===== src/design/cpfl_pkg.sv =====
`timescale 1ns / 1ps
// ----------------------------------------------------------------------------
// Cell pool free list allocator package
// Shared types, field widths, status codes and parameter defaults.
// ----------------------------------------------------------------------------
package cpfl_pkg;

   localparam int DEF_CELLS   = 1024;
   localparam int INDEX_WIDTH = 10;
   localparam int STATUS_WIDTH = 2;

   localparam logic [STATUS_WIDTH-1:0] STATUS_OK      = 2'd0;
   localparam logic [STATUS_WIDTH-1:0] STATUS_FULL    = 2'd1;
   localparam logic [STATUS_WIDTH-1:0] STATUS_BAD_IDX = 2'd2;

   localparam logic CMD_ALLOC = 1'b0;
   localparam logic CMD_FREE  = 1'b1;

   typedef enum logic [1:0] {
      ST_CLEAR,
      ST_IDLE,
      ST_EXEC,
      ST_LINK
   } state_type;

endpackage


===== src/design/cpfl_if.sv =====
`timescale 1ns / 1ps
// ----------------------------------------------------------------------------
// Cell pool free list allocator channels
// Request and response channels with a valid/ready handshake.
// ----------------------------------------------------------------------------
interface cpfl_req_if
   import cpfl_pkg::*;
   ();
   logic                   valid;
   logic                   ready;
   logic                   command;
   logic [INDEX_WIDTH-1:0] free_index;

   modport source (output valid, output command, output free_index, input ready);
   modport sink   (input valid, input command, input free_index, output ready);
endinterface

interface cpfl_rsp_if
   import cpfl_pkg::*;
   ();
   logic                    valid;
   logic                    ready;
   logic [INDEX_WIDTH-1:0]  granted_index;
   logic [STATUS_WIDTH-1:0] status;
   logic [INDEX_WIDTH-1:0]  used_count;

   modport source (output valid, output granted_index, output status, output used_count,
                   input ready);
   modport sink   (input valid, input granted_index, input status, input used_count,
                   output ready);
endinterface


===== src/design/cpfl_ctrl.sv =====
`timescale 1ns / 1ps
// ----------------------------------------------------------------------------
// Cell pool free list controller
// Clears the link store, then runs allocate and free commands against it.
// ----------------------------------------------------------------------------
module cpfl_ctrl
   import cpfl_pkg::*;
#(
   parameter int CELLS = DEF_CELLS,
   parameter int ADDR_W = $clog2(CELLS),
   parameter int DATA_W = $clog2(CELLS + 1)
) (
   input  logic              clock,
   input  logic              reset,
   cpfl_req_if.sink          req,
   cpfl_rsp_if.source        rsp,
   output logic              mem_wr_en,
   output logic [ADDR_W-1:0] mem_wr_addr,
   output logic [DATA_W-1:0] mem_wr_data,
   output logic [ADDR_W-1:0] mem_rd_addr,
   input  logic [DATA_W-1:0] mem_rd_data
);

   localparam int FW = (DATA_W > INDEX_WIDTH) ? DATA_W : INDEX_WIDTH;
   localparam int CW = (ADDR_W > INDEX_WIDTH) ? ADDR_W : INDEX_WIDTH;

   state_type state_ff, state_in;
   logic [DATA_W-1:0] head_ff, head_in;
   logic [ADDR_W-1:0] count_ff, count_in;
   logic [ADDR_W-1:0] clr_ff, clr_in;
   logic              cmd_ff;
   logic [INDEX_WIDTH-1:0] idx_ff;
   logic              rsp_valid_ff, rsp_valid_in;
   logic [INDEX_WIDTH-1:0]  grant_ff, grant_in;
   logic [STATUS_WIDTH-1:0] status_ff, status_in;
   logic [INDEX_WIDTH-1:0]  used_ff, used_in;

   logic [FW-1:0] idx_w;
   logic [FW-1:0] head_w;
   logic [CW-1:0] count_w;
   logic          out_free;
   logic          free_ok;
   logic          below;
   logic          full;
   logic          accept;

   assign idx_w    = FW'(idx_ff);
   assign head_w   = FW'(head_ff);
   assign out_free = !rsp_valid_ff || rsp.ready;
   assign free_ok  = (idx_w != '0) && (idx_w < FW'(CELLS));
   assign below    = idx_w < head_w;
   assign full     = (count_ff >= ADDR_W'(CELLS - 1)) || (head_ff == '0) ||
                     (head_w >= FW'(CELLS));
   assign accept   = req.valid && req.ready;

   always_comb begin
      state_in = state_ff;
      case (state_ff)
         ST_CLEAR: begin
            if (clr_ff == ADDR_W'(CELLS - 1)) begin
               state_in = ST_IDLE;
            end
         end
         ST_IDLE: begin
            if (req.valid) begin
               state_in = ST_EXEC;
            end
         end
         ST_EXEC: begin
            if (out_free) begin
               if (cmd_ff == CMD_FREE && free_ok && !below) begin
                  state_in = ST_LINK;
               end else begin
                  state_in = ST_IDLE;
               end
            end
         end
         ST_LINK: begin
            state_in = ST_IDLE;
         end
         default: begin
            state_in = ST_CLEAR;
         end
      endcase
   end

   always_comb begin
      req.ready    = (state_ff == ST_IDLE);
      mem_rd_addr  = head_ff[ADDR_W-1:0];
      mem_wr_en    = 1'b0;
      mem_wr_addr  = idx_w[ADDR_W-1:0];
      mem_wr_data  = head_ff;
      head_in      = head_ff;
      count_in     = count_ff;
      clr_in       = clr_ff;
      rsp_valid_in = rsp_valid_ff && !rsp.ready;
      grant_in     = grant_ff;
      status_in    = status_ff;
      used_in      = used_ff;
      count_w      = CW'(count_ff);
      case (state_ff)
         ST_CLEAR: begin
            mem_wr_en   = 1'b1;
            mem_wr_addr = clr_ff;
            mem_wr_data = '0;
            clr_in      = clr_ff + 1'b1;
         end
         ST_EXEC: begin
            if (out_free) begin
               rsp_valid_in = 1'b1;
               grant_in     = '0;
               status_in    = STATUS_OK;
               if (cmd_ff == CMD_ALLOC) begin
                  if (full) begin
                     status_in = STATUS_FULL;
                  end else begin
                     grant_in = head_w[INDEX_WIDTH-1:0];
                     head_in  = (mem_rd_data == '0) ? head_ff + 1'b1 : mem_rd_data;
                     count_in = count_ff + 1'b1;
                  end
               end else if (!free_ok) begin
                  status_in = STATUS_BAD_IDX;
               end else begin
                  mem_wr_en = 1'b1;
                  if (below) begin
                     mem_wr_data = head_ff;
                     head_in     = idx_w[DATA_W-1:0];
                  end else begin
                     mem_wr_data = mem_rd_data;
                  end
                  if (count_ff != '0) begin
                     count_in = count_ff - 1'b1;
                  end
               end
               count_w = CW'(count_in);
               used_in = count_w[INDEX_WIDTH-1:0];
            end
         end
         ST_LINK: begin
            mem_wr_en   = 1'b1;
            mem_wr_addr = head_ff[ADDR_W-1:0];
            mem_wr_data = idx_w[DATA_W-1:0];
         end
         default: begin
         end
      endcase
   end

   always_ff @(posedge clock) begin
      if (reset) begin
         state_ff     <= ST_CLEAR;
         head_ff      <= DATA_W'(1);
         count_ff     <= '0;
         clr_ff       <= '0;
         rsp_valid_ff <= 1'b0;
      end else begin
         state_ff     <= state_in;
         head_ff      <= head_in;
         count_ff     <= count_in;
         clr_ff       <= clr_in;
         rsp_valid_ff <= rsp_valid_in;
      end
   end

   always_ff @(posedge clock) begin
      if (accept) begin
         cmd_ff <= req.command;
         idx_ff <= req.free_index;
      end
      grant_ff  <= grant_in;
      status_ff <= status_in;
      used_ff   <= used_in;
   end

   assign rsp.valid         = rsp_valid_ff;
   assign rsp.granted_index = grant_ff;
   assign rsp.status        = status_ff;
   assign rsp.used_count    = used_ff;

endmodule


===== src/flat_wrapper.sv =====
// flat-port wrapper written by rule: the top's interface ports become plain ports
module cpfl_ctrl_flat import cpfl_pkg::*;
#(
   parameter int CELLS = DEF_CELLS,
   parameter int ADDR_W = $clog2(CELLS),
   parameter int DATA_W = $clog2(CELLS + 1)
)
  (clock, reset, mem_wr_en, mem_wr_addr, mem_wr_data, mem_rd_addr, mem_rd_data, req_valid, req_command, req_free_index, req_ready, rsp_valid, rsp_granted_index, rsp_status, rsp_used_count, rsp_ready);
  cpfl_req_if req_i ();
  cpfl_rsp_if rsp_i ();
  input  logic clock;
  input  logic reset;
  output logic mem_wr_en;
  output logic [ADDR_W-1:0] mem_wr_addr;
  output logic [DATA_W-1:0] mem_wr_data;
  output logic [ADDR_W-1:0] mem_rd_addr;
  input  logic [DATA_W-1:0] mem_rd_data;
  input wire logic [$bits(req_i.valid)-1:0] req_valid;
  input wire logic [$bits(req_i.command)-1:0] req_command;
  input wire logic [$bits(req_i.free_index)-1:0] req_free_index;
  output wire logic [$bits(req_i.ready)-1:0] req_ready;
  output wire logic [$bits(rsp_i.valid)-1:0] rsp_valid;
  output wire logic [$bits(rsp_i.granted_index)-1:0] rsp_granted_index;
  output wire logic [$bits(rsp_i.status)-1:0] rsp_status;
  output wire logic [$bits(rsp_i.used_count)-1:0] rsp_used_count;
  input wire logic [$bits(rsp_i.ready)-1:0] rsp_ready;
  assign req_i.valid = req_valid;
  assign req_i.command = req_command;
  assign req_i.free_index = req_free_index;
  assign req_ready = req_i.ready;
  assign rsp_valid = rsp_i.valid;
  assign rsp_granted_index = rsp_i.granted_index;
  assign rsp_status = rsp_i.status;
  assign rsp_used_count = rsp_i.used_count;
  assign rsp_i.ready = rsp_ready;
  cpfl_ctrl #(.CELLS(CELLS), .ADDR_W(ADDR_W), .DATA_W(DATA_W)) u_core (.clock(clock), .reset(reset), .req(req_i), .rsp(rsp_i), .mem_wr_en(mem_wr_en), .mem_wr_addr(mem_wr_addr), .mem_wr_data(mem_wr_data), .mem_rd_addr(mem_rd_addr), .mem_rd_data(mem_rd_data));
endmodule

===== config.mk =====
export PLATFORM = sky130hd
export DESIGN_NAME = cpfl_ctrl_flat
export DESIGN_NICKNAME = d
export VERILOG_FILES = /design/src/design/cpfl_pkg.sv /design/src/design/cpfl_if.sv /design/src/design/cpfl_ctrl.sv /design/src/flat_wrapper.sv
export SDC_FILE = /design/constraint.sdc
export NUM_CORES = 1
export LEC_CHECK = 0
export BUFFER_PORTS_ARGS = -buffer_cell sky130_fd_sc_hd__buf_2
export CORE_MARGIN = 10
export CORE_UTILIZATION = 56
export CTS_BUF_LIST = sky130_fd_sc_hd__clkbuf_4
export DETAILED_ROUTE_END_ITERATION = 12
export GPL_TIMING_DRIVEN = 0
export HOLD_SLACK_MARGIN = 0.02
export PLACE_DENSITY = 0.9
export SETUP_SLACK_MARGIN = 0.2
export SYNTH_ARGS = -nofsm -noshare
export SYNTH_HDL_FRONTEND = slang
export SYNTH_SLANG_ARGS = --single-unit

===== constraint.sdc =====
create_clock -name clock -period 3.1 [get_ports clock]
set_input_delay 0.155 -clock clock [delete_from_list [all_inputs] [get_ports clock]]
set_output_delay 0.155 -clock clock [all_outputs]
set_load 0.02 [all_outputs]

=== After elaboration in Yosys (flattened, before gate mapping) ===
Index checks and enable logic that the tools add are counted.

* Bits in registers: 67
* Input port bits: 26
* Output and inout port bits: 56
* Logic and storage cells: 78

* Add/subtract/negate cells: 4
* Magnitude comparators: 4
* Equality and inequality tests: 10
* Multiplexer cells: 29
* Reduce and logical (&&, ||, !) cells: 21

{| class="wikitable"
|+ Operators by type and width
! operator !! count
|-
| $mux W11 || 9
|-
| $mux W10 || 4
|-
| $pmux W11 S3 || 1
|-
| $logic_not A11 Y1 || 2
|-
| $add A10 B1 Y10 const B || 2
|-
| $pmux W10 S2 || 1
|-
| $mux W2 || 6
|-
| $add A11 B1 Y11 const B || 1
|-
| $ge A11 B11 Y1 const B || 1
|-
| $lt A10 B11 Y1 || 1
|-
| $lt A10 B11 Y1 const B || 1
|-
| $reduce_bool A11 Y1 || 1
|-
| $eq A10 B10 Y1 const B || 1
|-
| $ge A10 B10 Y1 const B || 1
|-
| $reduce_bool A10 Y1 || 1
|-
| $sub A10 B1 Y10 const B || 1
|-
| $pmux W2 S4 || 1
|-
| $mux W1 || 6
|-
| $ne A2 B1 Y1 const B || 3
|-
| $ne A2 B2 Y1 const B || 3
|-
| $logic_and A1 B1 Y1 || 5
|-
| $reduce_and A5 Y1 || 1
|-
| $eq A2 B2 Y1 const B || 2
|-
| $reduce_or A2 Y1 || 2
|-
| 7 further kinds || 11
|}

=== Longest topological paths before layout ===
* Word-level depth: 7
* Gate-level depth with buffers: 10
* Gate-level depth less buffers: 8

=== Least setup slack after synthesis ===
Ideal clock, no wire load.

* Path type: reg-to-reg
* Start point: register u_core.state_ff[0]
* End point: register u_core.count_ff[3]
* Library setup time: 123 ps
* Arrival time: 2229 ps
* Data required time: 2977 ps
* Path slack: 747 ps
* Cell stages (with the launch flop): 9
* Path buffers: 2
* Clock period less this slack: 2353 ps
* Path through: dfxtp_1 inv_1 ha_1 nand2b_1 buf_2 inv_1 clkbuf_1 o21ai_1 mux2_1

* Word-level cells in the longest chain between the ends: 2

{| class="wikitable"
|+ RTL lines
! item !! RTL line !! source
|-
| start: declaration || cpfl_ctrl.sv:27 || <nowiki>state_type state_ff, state_in;</nowiki>
|-
| start signal: assignment || cpfl_ctrl.sv:157 || <nowiki>state_ff <= state_in;</nowiki>
|-
| $eq A2 B2 Y1 || cpfl_ctrl.sv:101 || <nowiki>case (state_ff)</nowiki>
|-
| $reduce_and A2 Y1 (no line) || n/a ||
|-
| end signal: assignment || cpfl_ctrl.sv:159 || <nowiki>count_ff <= count_in;</nowiki>
|-
| end: declaration || cpfl_ctrl.sv:29 || <nowiki>logic [ADDR_W-1:0] count_ff, count_in;</nowiki>
|}

No other way between the ends.
A chain may end at the register's enable or synchronous reset.

=== Worst setup path in the final report ===
* Start point: register u_core.idx_ff[7]
* End point: output mem_wr_data[6]

* Word-level cells in the longest chain between the ends: 6

{| class="wikitable"
|+ RTL lines
! item !! RTL line !! source
|-
| start: declaration || cpfl_ctrl.sv:32 || <nowiki>logic [INDEX_WIDTH-1:0] idx_ff;</nowiki>
|-
| start signal: assignment || cpfl_ctrl.sv:168 || <nowiki>idx_ff <= req.free_index;</nowiki>
|-
| $lt A10 B11 Y1 (tied with other cells) || cpfl_ctrl.sv:51 || <nowiki>assign below = idx_w < head_w;</nowiki>
|-
| $mux W11 / $logic_and A1 B1 Y1 (equally long branches) || cpfl_ctrl.sv:125, cpfl_ctrl.sv:50 ||
|-
| $mux W11 (*) || cpfl_ctrl.sv:121 || <nowiki>end else if (!free_ok) begin</nowiki>
|-
| $mux W11 (*) || cpfl_ctrl.sv:113 || <nowiki>if (cmd_ff == CMD_ALLOC) begin</nowiki>
|-
| $mux W11 (*) || cpfl_ctrl.sv:109 || <nowiki>if (out_free) begin</nowiki>
|-
| $pmux W11 S3 (*) || cpfl_ctrl.sv:101 ||
|-
| end: declaration || flat_wrapper.sv:15 || <nowiki>output logic [DATA_W-1:0] mem_wr_data;</nowiki>
|}

Every way passes the cells marked *; elsewhere a longest branch is shown, timed or not.

==> impl_metrics.py <==
metrics = {
    "status": {
        "status": "complete, no violations",
    },
    "power_and_ir_drop": {
        "p_sw_share_pct": 29.28,
        "clkPwrFrac_pct": 32.4,
        "vdd_drop_max_mv": 0.2786,
        "p_seq_share_pct": 53.1,
        "pwr_density_cell_nw_per_um2": 344.3,
        "power.leakage_nw": 2.158,
        "power_frac_comb_pct": 14.5,
        "p_int_mw": 1.278,
        "p_sw_mw": 0.5291,
    },
    "finish": {
        "finalNonFillerCells": 706,
        "layout-drive-gt1-share_pct": 29.21,
        "utilization_pct": 72.37,
        "nets": 646,
        "syn_to_final_growth_pct": 25.82,
        "fillers": 593,
    },
    "sta": {
        "fin_crit_ns": 2.868,
        "max_slew_margin_pct": 48.97,
        "report.final.slew_viol_count": 0,
        "worst_slew_pin_slew_ns": 0.7654,
        "max_freq_mhz": 348.7,
        "finalSetupViolCount": 0,
        "fin_setup_tns_ns": 0,
        "timing.final.crit_share_pct": 92.51,
        "finalClockSkew_ns": 0.01983,
        "hold_viol": 0,
        "setup_ws_ns": 0.2322,
        "rsz0062_at_grt": "true",
    },
    "placed_design": {
        "place_inst": 653,
        "dp.final_hpwl_mm": 9.290,
        "io_buffers": 80,
        "gp_congestion": 0.9709,
        "dp_slack_ns": 0.3744,
    },
    "floorplan": {
        "die_w_um": 106.3,
        "design.die.area_um2": 11300,
        "initial_core_util_pct": 57.51,
        "core_area_um2": 7253,
        "die_h_um": 106.3,
        "io_pins": 82,
        "rows": 31,
    },
    "setup_path": {
        "worst-path-max-fanout": 5,
        "cp.arrival_ns": 2.71,
        "cp_slowest_cell": "edfxtp_1",
        "crit_buf_inv": 2,
        "slowest_delay_ns": 0.53,
        "path_common_cell": "buf_6",
        "critPathRequiredTime_ns": 2.94,
        "cp_top_family": "compound AO/OA/AOI/OAI gates",
        "critPathLaunchType": "flop",
        "rrSetupSlack_ns": 0.64,
        "end_kind": "primary output",
        "path_cells": "ha_1 > nand2_1 > nor3_2 > a32o_2 > o21ai_2 > nor3_4 > buf_6 > a221o_1 > buf_6",
        "crit_type": "reg2out",
    },
    "logic_synthesis": {
        "ys_seq_area_share_pct": 40.07,
        "ys_types": 60,
        "synth_edf_count": 33,
        "synth_common_cells": "nand2_1, nor2_1, a21oi_1, dfxtp_1",
        "synth_compound_area_share_pct": 20.91,
        "ys.flop_type": "dfxtp_1",
        "synthXorXnorAreaFrac_pct": 4.409,
        "synth-simple-area-share_pct": 21.30,
        "synthesis.nets": 519,
        "ys.warnings.count": 0,
        "syn-cell-area_um2": 4172,
        "yosys-top-cells-area": "edfxtp_1, dfxtp_1, ha_1",
        "synth.avg_cell_area_um2": 8.801,
        "syn-instance-count": 474,
        "synthAdderAreaFrac_pct": 5.699,
        "ys_async_sr_fraction_pct": 0,
        "synth_most_common_cell": "nand2_1",
        "synth.largest_area_cell": "edfxtp_1",
        "synthMuxAreaShare_pct": 0.7798,
        "synth_top_family_by_area": "simple AND/OR/NAND/NOR gates",
        "netlist.area_leader.share_pct": 23.76,
        "ys_ff_latch": 67,
    },
    "clock_tree": {
        "clockBufferDepth": 2,
        "htreeDepth": 3,
        "cts_root_buf": "clkbuf_4",
        "clock_latency_ns": 0.42,
        "cts_tree": "yes",
        "numCtsBuffers": 9,
        "clock_sinks": 67,
        "path_clk_slew_ns": 0.12,
    },
    "routing": {
        "drc": 0,
        "antenna_left": 0,
        "drtIter0Drc": 428,
        "vias_per_cell": 6.030,
        "avgRoutedWirePerCell_um": 18.80,
        "vias": 4257,
        "firstDrtPassIters": 6,
        "finalWirelength_mm": 13.28,
    },
    "job": {
        "cap_violations": 0,
    },
    "global_route": {
        "grt_max_degree": 32,
        "grt-ovfl-total": 0,
        "grt_pass1_wl_mm": 20.56,
        "grt_pass1_vias": 3869,
        "grt_use_total_pct": 22.53,
        "antenna_found_initial": 1,
    },
    "hold_path": {
        "min_path_type": "in2reg",
    },
}
-- power groups by stage --
stage                     clock network (mW)  registers, mW  logic [mW]
after floorplan                            0          0.978       0.145
after global placement                     0          0.986       0.219
after detailed placement                   0          0.986       0.224
after CTS                              0.589          0.964       0.238
after global routing                   0.626          0.962       0.287
final                                  0.586          0.959       0.262
-- stage by stage --
stage / area (um^2) / total power, mW / hold slack, ns
2_1_floorplan: 4172 / 1.122 / 0.2539
3_3_place_gp: 4696 / 1.204 / 0.3318
3_5_place_dp: 4697 / 1.210 / 0.3331
4_1_cts: 4981 / 1.792 / 0.04300
5_1_grt: 5249 / 1.875 / 0.07459
6_report: 5249 / 1.807 / 0.06794
-- worst register-to-register path, delay by kind of cell, from the launching register on --
kind	cells	cell delay, ns
AOI/OAI and AO/OA	2	0.55
adders and majority gates	1	0.23
buffers and inverters	2	0.39
DFF	1	0.57
and+or+nand+nor	4	0.65
-- layer usage --
layer,GRT usage (%),up-vias,wire length [um]
li1,-,1987,-
met1,28.74,1949,5284
met2,35.82,280,6087
met3,5.797,41,1542
met4,8.607,0,362
met5,0,-,0
-- sequential cells by signal, indices dropped and copies added (netlist names), 2 cells and up --
signal,flops
u_core.rsp.used_count,10
u_core.count_ff,10
u_core.rsp.status,2
u_core.state_ff,2
u_core.clr_ff,10
u_core.idx_ff,10
u_core.rsp.granted_index,10
u_core.head_ff,11
-- final timing paths --
| path | start | end | depth (start not counted) |
|---|---|---|---|
| min | rsp_ready | u_core.rsp.valid$_SDFF_PP0_ | 4 |
| min reg2reg | u_core.head_ff[7]$_SDFFE_PP0P_ | u_core.head_ff[7]$_SDFFE_PP0P_ | 2 |
| max | u_core.idx_ff[7]$_DFFE_PP_ | mem_wr_data[6] | 9 |
| max reg2reg | u_core.head_ff[0]$_SDFFE_PP1P_ | u_core.head_ff[7]$_SDFFE_PP0P_ | 9 |
-- placed cells by master, fill, tap and decap left out, types with 11 or more instances in the layout --
| cell | instances |
|---|---|
| nand3_1 | 14 |
| buf_2 | 84 |
| and3_1 | 17 |
| ha_1 | 18 |
| clkbuf_1 | 14 |
| edfxtp_1 | 33 |
| nor2_1 | 45 |
| a221o_1 | 11 |
| dfxtp_1 | 25 |
| dlygate4sd3_1 | 11 |
| nand2_1 | 46 |
| buf_4 | 39 |
| a21oi_1 | 35 |
| o21ai_0 | 32 |
| inv_1 | 18 |
| xnor2_1 | 11 |
-- cell type report --
type | count | area, um^2 | area share, %
Clock inverter | 7 | 67.56 | 1.287
Inverter | 20 | 75.07 | 1.430
Timing Repair Buffer | 116 | 706.9 | 13.47
Multi-Input combinational cell | 347 | 2275 | 43.34
Clock buffer | 9 | 67.56 | 1.287
Sequential cell | 67 | 1700 | 32.40
Buffer | 40 | 230.2 | 4.386
Tap cell | 99 | 123.9 | 2.360
Antenna cell | 1 | 2.502 | 0.04768
-- kinds of logic (layout without fill, tap and decap cells) --
family / count (synthesis) / after routing
buf+inv: 60 / 192
flops: 67 / 67
simple gates: 176 / 176
compound gates: 128 / 128
fa+ha+maj: 19 / 19
mux: 3 / 3
other cells: 0 / 1
xor+xnor: 21 / 21
-- timing repair --
action / 4_1_cts / 5_1_grt
hold endpoints to repair: 11 / 0
gates cloned: 0 / 1
endpoints found under the setup margin: 11 / 11
hold buffers: 11 / 0
resized for setup: 14 / 27
pin swaps: 1 / 7
buffers inserted: 2 / 22
(Power assumes the default switching activity.)
